File: src/design/hotspot_lfu_set_assoc_cache_assert.svh
// Assertion macros shared by the hotness cache modules.
`ifndef HOTSPOT_LFU_SET_ASSOC_CACHE_ASSERT_SVH
`define HOTSPOT_LFU_SET_ASSOC_CACHE_ASSERT_SVH

// Same-cycle implication, disabled while reset is asserted.
`define HLFU_ASSERT_IMP(label, ck, rstn, ante, cons) \
    label: assert property (@(posedge ck) disable iff (!rstn) (ante) |-> (cons)) \
        else $error("hlfu assertion failed");

// Next-cycle implication, disabled while reset is asserted.
`define HLFU_ASSERT_NXT(label, ck, rstn, ante, cons) \
    label: assert property (@(posedge ck) disable iff (!rstn) (ante) |=> (cons)) \
        else $error("hlfu assertion failed");

`endif

File: src/design/hlfu_pkg.sv
`default_nettype none

package hlfu_pkg;

    localparam int SET_BITS    = 10;
    localparam int TAG_BITS    = 10;
    localparam int OFFSET_BITS = 4;
    localparam int WAYS        = 4;

    localparam int SETS      = 1 << SET_BITS;
    localparam int WAY_IDX_W = $clog2(WAYS);
    localparam int CNT_W     = 16;
    localparam int SUM_W     = CNT_W + $clog2(WAYS);
    localparam int WAY_ROW_W = CNT_W + TAG_BITS;
    localparam int ROW_W     = WAYS * WAY_ROW_W;

    localparam int ADDR_W  = 32;
    localparam int TRIG_W  = 16;
    localparam int AGE_W   = 14;
    localparam int CFG_IDX_W  = 1;
    localparam int CFG_DATA_W = 16;

    typedef logic [SET_BITS-1:0]  set_t;
    typedef logic [TAG_BITS-1:0]  tag_t;
    typedef logic [CNT_W-1:0]     cnt_t;
    typedef logic [WAY_IDX_W-1:0] way_t;
    typedef logic [SUM_W-1:0]     sum_t;

    localparam cnt_t COUNT_MAX = '1;
    localparam cnt_t COUNT_ONE = cnt_t'(1);

    localparam logic [TRIG_W-1:0] TRIG_RESET = TRIG_W'(128);
    localparam logic [AGE_W-1:0]  AGE_RESET  = AGE_W'(256);

    // Configuration register indexes
    localparam logic [CFG_IDX_W-1:0] CFG_TRIGGER = 1'b0;
    localparam logic [CFG_IDX_W-1:0] CFG_AGING   = 1'b1;

    // Controller to datapath commands
    typedef struct packed {
        logic clear;   // write one zero row of the clearing pass
        logic load;    // latch address, issue set read
        logic lookup;  // tag compare, increment, set sum
        logic age;     // apply aging if the set average is too high
        logic pick;    // choose the way to report or fill
        logic commit;  // write the set back, load the result
    } cmd_t;

    // Datapath to controller status
    typedef struct packed {
        logic clear_last;
        logic out_busy;
    } stat_t;

    function automatic cnt_t sat_inc(input cnt_t c);
        cnt_t r;
        r = (c == COUNT_MAX) ? c : c + COUNT_ONE;
        return r;
    endfunction

    // ceil(c/2)
    function automatic cnt_t halve_up(input cnt_t c);
        logic [CNT_W:0] s;
        s = {1'b0, c} + {{CNT_W{1'b0}}, 1'b1};
        return s[CNT_W:1];
    endfunction

endpackage

`default_nettype wire

File: src/design/hlfu_ctrl.sv
`default_nettype none

module hlfu_ctrl (
    input  wire logic            clk,
    input  wire logic            rst_n,
    input  wire logic            in_valid,
    output logic                 in_ready,
    input  wire hlfu_pkg::stat_t stat,
    output hlfu_pkg::cmd_t       cmd
);
    import hlfu_pkg::*;

    `include "hotspot_lfu_set_assoc_cache_assert.svh"

    typedef enum logic [5:0] {
        S_CLEAR  = 6'b000001,
        S_IDLE   = 6'b000010,
        S_LOOKUP = 6'b000100,
        S_AGE    = 6'b001000,
        S_PICK   = 6'b010000,
        S_FILL   = 6'b100000
    } state_t;

    state_t state_reg;
    state_t state_next;

    assign in_ready = (state_reg == S_IDLE);

    always_comb
    begin
        cmd        = '0;
        state_next = state_reg;
        unique case (state_reg)
            S_CLEAR:
            begin
                cmd.clear = 1'b1;
                if (stat.clear_last)
                begin
                    state_next = S_IDLE;
                end
            end
            S_IDLE:
            begin
                if (in_valid)
                begin
                    cmd.load   = 1'b1;
                    state_next = S_LOOKUP;
                end
            end
            S_LOOKUP:
            begin
                cmd.lookup = 1'b1;
                state_next = S_AGE;
            end
            S_AGE:
            begin
                cmd.age    = 1'b1;
                state_next = S_PICK;
            end
            S_PICK:
            begin
                cmd.pick   = 1'b1;
                state_next = S_FILL;
            end
            S_FILL:
            begin
                // hold until the result register is free
                if (!stat.out_busy)
                begin
                    cmd.commit = 1'b1;
                    state_next = S_IDLE;
                end
            end
            default:
            begin
                state_next = S_CLEAR;
            end
        endcase
    end

    always_ff @(posedge clk or negedge rst_n)
    begin
        if (!rst_n)
        begin
            state_reg <= S_CLEAR;
        end
        else
        begin
            state_reg <= state_next;
        end
    end

    `HLFU_ASSERT_NXT(a_accept_to_lookup, clk, rst_n, in_valid && in_ready,
                     state_reg == S_LOOKUP)
    `HLFU_ASSERT_NXT(a_clear_exit, clk, rst_n, state_reg == S_CLEAR && stat.clear_last,
                     state_reg == S_IDLE)
    `HLFU_ASSERT_IMP(a_state_onehot, clk, rst_n, 1'b1, $onehot(state_reg))

endmodule

`default_nettype wire

File: config.mk
export PLATFORM = sky130hd
export DESIGN_NAME = hlfu_ctrl
export DESIGN_NICKNAME = d
export VERILOG_FILES = /design/src/design/hlfu_pkg.sv /design/src/design/hlfu_ctrl.sv
export VERILOG_INCLUDE_DIRS = /design/src /design/src/design
export SDC_FILE = /design/constraint.sdc
export NUM_CORES = 1
export LEC_CHECK = 0
export ABC_CLOCK_PERIOD_IN_PS = 1820
export BUFFER_PORTS_ARGS = -buffer_cell sky130_fd_sc_hd__buf_2
export CORE_AREA = 2 2 39 41
export CTS_BUF_LIST = sky130_fd_sc_hd__clkbuf_4 sky130_fd_sc_hd__clkbuf_8
export DETAILED_ROUTE_END_ITERATION = 16
export DIE_AREA = 0 0 41 43
export PLACE_DENSITY = 0.54
export SETUP_SLACK_MARGIN = 0.02
export SLEW_MARGIN = 15
export SYNTH_ARGS = -nofsm -noshare
export SYNTH_HDL_FRONTEND = slang
export SYNTH_SLANG_ARGS = --single-unit
File: constraint.sdc
create_clock -name clk -period 1.82 [get_ports clk]
set_clock_uncertainty 0.05 [all_clocks]
set_input_delay 0.182 -clock clk [delete_from_list [all_inputs] [get_ports clk]]
set_output_delay 0.182 -clock clk [all_outputs]
set_load 0.01 [all_outputs]
# After elaboration in Yosys (flattened, before gate mapping)
# Cells that the tools add are included.
# W data, S select, Z words.
[classes]
n_eq_ne = 9
n_mux = 12
n_reduce_logical = 1
[op_table]
columns = ["operator", "n"]
rows = [
  ["$pmux W6 S6", 1],
  ["$mux W6", 3],
  ["$mux W1", 8],
  ["$eq A6 B1 Y1 const B", 1],
  ["$eq A6 B2 Y1 const B", 1],
  ["$eq A6 B3 Y1 const B", 1],
  ["$eq A6 B4 Y1 const B", 1],
  ["$eq A6 B5 Y1 const B", 1],
  ["$eq A6 B6 Y1 const B", 1],
  ["$ne A2 B2 Y1 const B", 3],
  ["$reduce_and A3 Y1", 1],
]
[totals]
register_bits = 6
input_bits = 5
out_inout_bits = 7
elab_cells = 23

# Depth between registers and ports, before layout
# Gate-level depths: netlist (run 1).
[depth]
ltp_word = 3
ltp_mapped = 5
ltp_nobuf = 4

# Worst setup path after synthesis (run 1)
# Ideal clock, no wire load.
[synth_timing]
kind = "flip-flop to output port"
startpoint = "register state_reg[4]"
endpoint = "output port cmd[0] (netlist name)"
arrival_time_ps = 1342
t_required_ps = 1588
slack_ps = 246
stages_incl_launch_ff = 4
n_path_buf = 1
cell_sequence = "dfrtp_1 -> buf_6 -> or4_4 -> nor4b_2"
[synth_rtl]
columns = ["element", "line_no", "rtl"]
rows = [
  ["start: declaration", "hlfu_ctrl.sv:24", "state_t state_reg;"],
  ["start signal: assignment", "hlfu_ctrl.sv:89", "state_reg <= state_next;"],
  ["end: declaration", "hlfu_ctrl.sv:9", "output hlfu_pkg::cmd_t cmd"],
]

==> results.json, run 1 <==
{
  "worst_ep_required_time_ps": 1590,
  "coreArea_um2": 1380,
  "synth_compound_area_share_pct": 12.3,
  "yosys.area_share.simple_pct": 37.2,
  "outcome": "complete, no violations",
  "synth_top_area_share_pct": 30.8,
  "worstPathCellList": "or4_4, nor4b_4, buf_2",
  "drc_errors": 0,
  "ys_ff_latch": 6,
  "max-clock-path-buffers": 2,
  "switching_power_mw": 0.288,
  "synthTopCellsByArea": "dfrtp_1 31%, dfstp_2 6.5%, nor2_1 5.5%, and4b_1 4.9%, nor4b_2 3.7%",
  "layout_common_cells": "11 x buf_2, 10 x buf_4, 6 x nor2_1",
  "path_clk_slew_ps": 50,
  "ios": 12,
  "rr_worst_depth": 5,
  "first_global_vias": 390,
  "setup_viol": 0,
  "synth_fa_ha_area_share_pct": 0,
  "worst-path-buf-inv": 1,
  "cts_tree": "done",
  "max_clock_freq_mhz": 550,
  "synth_largest_area_cell": "dfrtp_1",
  "fin_tns_setup_ps": 0,
  "overflow": 0,
  "maxCapViolCount": 0,
  "cts_buffers": 3,
  "min_path_type": "input port to flop",
  "routed_wl_um": 992,
  "grt_usage_pct": 13.1,
  "fin_util_pct": 43.1,
  "post_drt_wl_per_cell_um": 12.2,
  "p_seq_share_pct": 28.4,
  "final_area_um2": 597,
  "cts-root-buf": "clkbuf_4",
  "nFillCells": 142,
  "htree_levels": 1,
  "drv_slew": 0,
  "cp_max_fo": 3,
  "p_comb_share_pct": 52.7,
  "tightest_slew_ps": 411,
  "grt_pass1_wl_um": 1520,
  "rsz0062_at_grt": "true",
  "relSlewSlack_pct": 71.9,
  "diodes": 0,
  "port_buffers": 11,
  "slowest_delay_ps": 560,
  "final_common_cell": "buf_2",
  "min_path_cells": 2,
  "p_sw_share_pct": 37.1,
  "critical_path_class": "flop to primary output",
  "ys_types": 27,
  "place_congestion": 0.769,
  "dpl_worst_slack_ps": 182,
  "worstSkewPairLatency_ps": 240,
  "power.density_nw_per_um2": 1300,
  "viasPerCell": 4.93,
  "antenna_found_initial": 0,
  "synth_top_family_by_area": "simple AND/OR/NAND/NOR gates",
  "dieArea_um2": 1760,
  "first_pass_iters": 3,
  "grt_start_max_net_pins": 11,
  "synthesis.area_um2": 407,
  "routed-via-count": 399,
  "synth.mux.area_fraction_pct": 2.77,
  "hold_slack_ps": 136,
  "ys_seq_area_share_pct": 37.2,
  "fp.dieW_um": 41,
  "cts_sinks": 6,
  "hold_violations": 0,
  "rows": 14,
  "worstSetupStartpointType": "flop",
  "power_leakage_nw": 0.284,
  "crit_slowest_cell": "or4_4",
  "start_util_pct": 29.4,
  "syn_area_per_cell_um2": 9.68,
  "vdd_drop_max_v": 0.000837,
  "crit_family": "simple AND/OR/NAND/NOR gates",
  "placedInstanceArea_um2": 475,
  "p_int_mw": 0.488,
  "cp.depth": 3,
  "worstSetupEndpointType": "primary output",
  "p_clk_share_pct": 18.9,
  "postSynthCellCount": 42,
  "setup_slack_ps": 1.05,
  "cp_data_arrival_time_ps": 1590,
  "syn2layout_area_growth_pct": 46.8,
  "final_nets": 71,
  "drt_iter0_markers": 4,
  "largest_register_ffs": 6,
  "synthXorXnorAreaFrac_pct": 4.31,
  "min_period_ps": 1820,
  "drive_above_1_share_pct": 55.4,
  "place_hpwl_um": 622,
  "post-route-period-util_pct": 99.9,
  "syn_nets": 47,
  "fp.dieH_um": 43,
  "ant_nets": 0,
  "ys_warn_count": 0
}
[routing by layer]
metal / GRT usage [%] / vias up / share of wire, %
li1: - / 200 / -
met3: 6.81 / 0 / 4.5
met4: 6.67 / 0 / 0
met2: 18.8 / 9 / 54
met1: 15.3 / 190 / 41
met5: 0 / - / 0
[metrics by stage]
| stage | power (mW) | instances |
|---|---|---|
| finish | 0.776 | 81 |
| global route | 0.843 | 81 |
| CTS | 0.708 | 78 |
| detailed placement | 0.501 | 68 |
| global placement | 0.499 | 68 |
| floorplan | 0.430 | 42 |
[path summary, 6_finish.rpt]
check	slack, ps	from	end
worst max-delay path	1	state_reg[1]	cmd[0]
max in group asynchronous	1270	rst_n	state_reg[0]
min in group asynchronous	230	rst_n	state_reg[2]
worst min register to register	530	state_reg[0]	state_reg[0]
worst min-delay path	140	in_valid	state_reg[2]
worst max register to register	320	state_reg[1]	state_reg[0]
[cell families after synthesis]
group	count (synthesis)
muxes	1
and+or+nand+nor	23
buffers and inverters	4
DFF	6
xor gates and xnor gates	2
AOI/OAI and AO/OA	6
[worst reg2reg max path, delay by kind of cell (launching register included)]
kind	cells	cell delay [ps]
AO/OA/AOI/OAI	2	140
buffers and inverters	1	170
flip-flops	1	410
AND/OR/NAND/NOR	2	640
[power by group through the flow]
stage	sequential (mW)	clock, mW	combinational [mW]
after floorplan	0.195	0	0.235
after global placement	0.236	0	0.264
after detailed placement	0.236	0	0.265
after CTS	0.222	0.152	0.333
after global routing	0.223	0.168	0.452
final	0.220	0.146	0.409
[cell type report]
type | count | area, um2 | area share, %
Clock buffer | 4 | 30.0 | 5.03
Inverter | 1 | 3.75 | 0.629
Multi-Input combinational cell | 32 | 249 | 41.7
Sequential cell | 6 | 154 | 25.8
Tap cell | 16 | 20.0 | 3.35
Timing Repair Buffer | 22 | 140 | 23.5
[Yosys cell counts, drive strengths merged]
cell     count
nor2         6
dfrtp        5
buf          3
and2         2
and4b        2
nand2        2
nand2b       2
nor3b        2
nor4         2
or4          2
a2111oi      1
dfstp        1
inv          1
mux2         1
nand3        1
nor3         1
nor4b        1
o21a         1
o21ai        1
o22a         1
o22ai        1
o31ai        1
xnor2        1
xor2         1
[timing repair]
| item | in CTS | in global routing |
|---|---|---|
| setup endpoints to repair | 2 | 4 |
| hold buffers | 1 | 0 |
| resized for setup | 2 | 4 |
| endpoints found under the hold margin | 6 | 0 |
| pin swaps | 1 | 0 |
| buffers inserted | 5 | 3 |
Power figures use the tool's default switching activity.
==> run 2: changes to the inputs <==
- ABC_CLOCK_PERIOD_IN_PS: 1820 -> 2360
- clock period: 1.82 -> 2.36 ns (I/O delays scaled with it)
==> run 2 against run 1 <==
Net effect: cell area down 16%; non-clock buffer count fell by 10; routed wire length fell by 17%; die area unchanged; clock-buffer cell count stayed put; final cell count fell by 12%; sequential power shrank 18%; register-to-register slack better by 540 ps; clock power is 19% lower; worst hold slack improved by 62 ps; flip-flop and latch count is the same; global-route usage shrank 0.44 points.
==> results.json, run 2 (synthesis results as in run 1) <==
{
  "outcome": "complete, no violations",
  "grt_pass1_wl_um": 1460,
  "post_drt_wl_per_cell_um": 11.7,
  "min_period_ps": 1950,
  "dieArea_um2": 1760,
  "grt_start_max_net_pins": 12,
  "drv_slew": 0,
  "fin_cells": 71,
  "ios": 12,
  "rr_startpoint": "state_reg[4]",
  "coreArea_um2": 1380,
  "cts_tree": "done",
  "routed-via-count": 353,
  "dp.cells": 66,
  "tightest_slew_ps": 517,
  "cts_buffers": 3,
  "layout_common_cells": "11 x buf_2, 6 x nor2_1, 5 x dfrtp_1",
  "r2r_end": "state_reg[0]",
  "htree_levels": 1,
  "hold_violations": 0,
  "vdd_drop_max_v": 0.000534,
  "first_pass_iters": 2,
  "antenna_found_initial": 0,
  "path_clk_slew_ps": 60,
  "power_leakage_nw": 0.234,
  "max_clock_freq_mhz": 514,
  "place_hpwl_um": 622,
  "crit_path_end": "cmd[0]",
  "port_buffers": 11,
  "viasPerCell": 4.97,
  "place_congestion": 0.745,
  "start_util_pct": 29.4,
  "grt_usage_pct": 12.7,
  "rsz0062_at_grt": "false",
  "diodes": 0,
  "power.density_nw_per_um2": 1000,
  "rows": 14,
  "drt_iter0_markers": 5,
  "first_global_vias": 320,
  "routed_wl_um": 828,
  "fp.dieH_um": 43,
  "critPathLaunch": "state_reg[4]",
  "worstSetupStartpointType": "flop",
  "drc_errors": 0,
  "worst_ep_required_time_ps": 2070,
  "min_path_type": "input port to flop",
  "syn2layout_area_growth_pct": 23.1,
  "cp_data_arrival_time_ps": 1660,
  "regToRegSetupSlack_ps": 860,
  "final_common_cell": "buf_2",
  "post-route-period-util_pct": 82.4,
  "cp_max_fo": 7,
  "relSlewSlack_pct": 64.6,
  "setup_viol": 0,
  "max-clock-path-buffers": 2,
  "worstHoldStart": "in_valid",
  "worstSetupEndpointType": "primary output",
  "critical_path_class": "flop to primary output",
  "maxCapViolCount": 0,
  "cts_resized": 0,
  "cts_sinks": 6,
  "drive_above_1_share_pct": 38.2,
  "rr_worst_depth": 4,
  "final_nets": 61,
  "largest_register_ffs": 6,
  "fp.dieW_um": 41,
  "worstSkewPairLatency_ps": 260,
  "cts-root-buf": "clkbuf_4",
  "fin_tns_setup_ps": 0,
  "overflow": 0,
  "hold_slack_ps": 197,
  "ant_nets": 0
}
run 2: metal layers:
metal  vias to the layer above  wire, um  GRT usage, %
met5                         -         0             0
met4                         0         0          6.00
met3                         0        41          4.71
met2                         9       426          17.5
met1                       166       360          16.9
li1                        178         -             -
run 2: final cells by class:
class,count,area [um2]
Tap cell,16,20.0
Clock buffer,4,30.0
Inverter,1,3.75
Multi-Input combinational cell,32,230
Fill cell,153,883
Timing Repair Buffer,12,65.1
Sequential cell,6,151
run 2: worst max-delay path, cell delays in order, from the launching register on:
cell	delay, ps
dfrtp_1	450
or4_4	580
nor4b_2	210
buf_2	160
run 2: worst min-delay path by stage:
| stage | endpoint | slack (ps) | cells after the start |
|---|---|---|---|
| 2_1_floorplan | state_reg[1] | -110 | 0 |
| 3_3_place_gp | state_reg[3] | 20 | 1 |
| 5_1_grt | state_reg[2] | 210 | 2 |
| 6_report | state_reg[2] | 200 | 2 |
| 4_1_cts | state_reg[2] | 200 | 2 |
| 3_5_place_dp | state_reg[2] | 20 | 1 |
run 2: power by group:
| group | switching [mW] | internal, mW |
|---|---|---|
| registers | 0.0481 | 0.133 |
| clock network | 0.0420 | 0.0758 |
| logic | 0.102 | 0.101 |
| total | 0.192 | 0.309 |
run 2: per-stage QoR:
step / power [mW] / util, % / area [um2] / setup WS (ps)
after global routing: 0.545 / 36.2 / 500 / 328
after floorplan: 0.331 / - / 407 / 732
after CTS: 0.508 / 36.2 / 500 / 392
final: 0.501 / 36.2 / 500 / 414
after global placement: 0.385 / 33.3 / 460 / 684
after detailed placement: 0.385 / 33.3 / 460 / 676
run 2: what timing repair did:
item                                   CTS  global route
endpoints found under the hold margin    6             0
hold buffers                             1             0
buffers inserted                         0             0
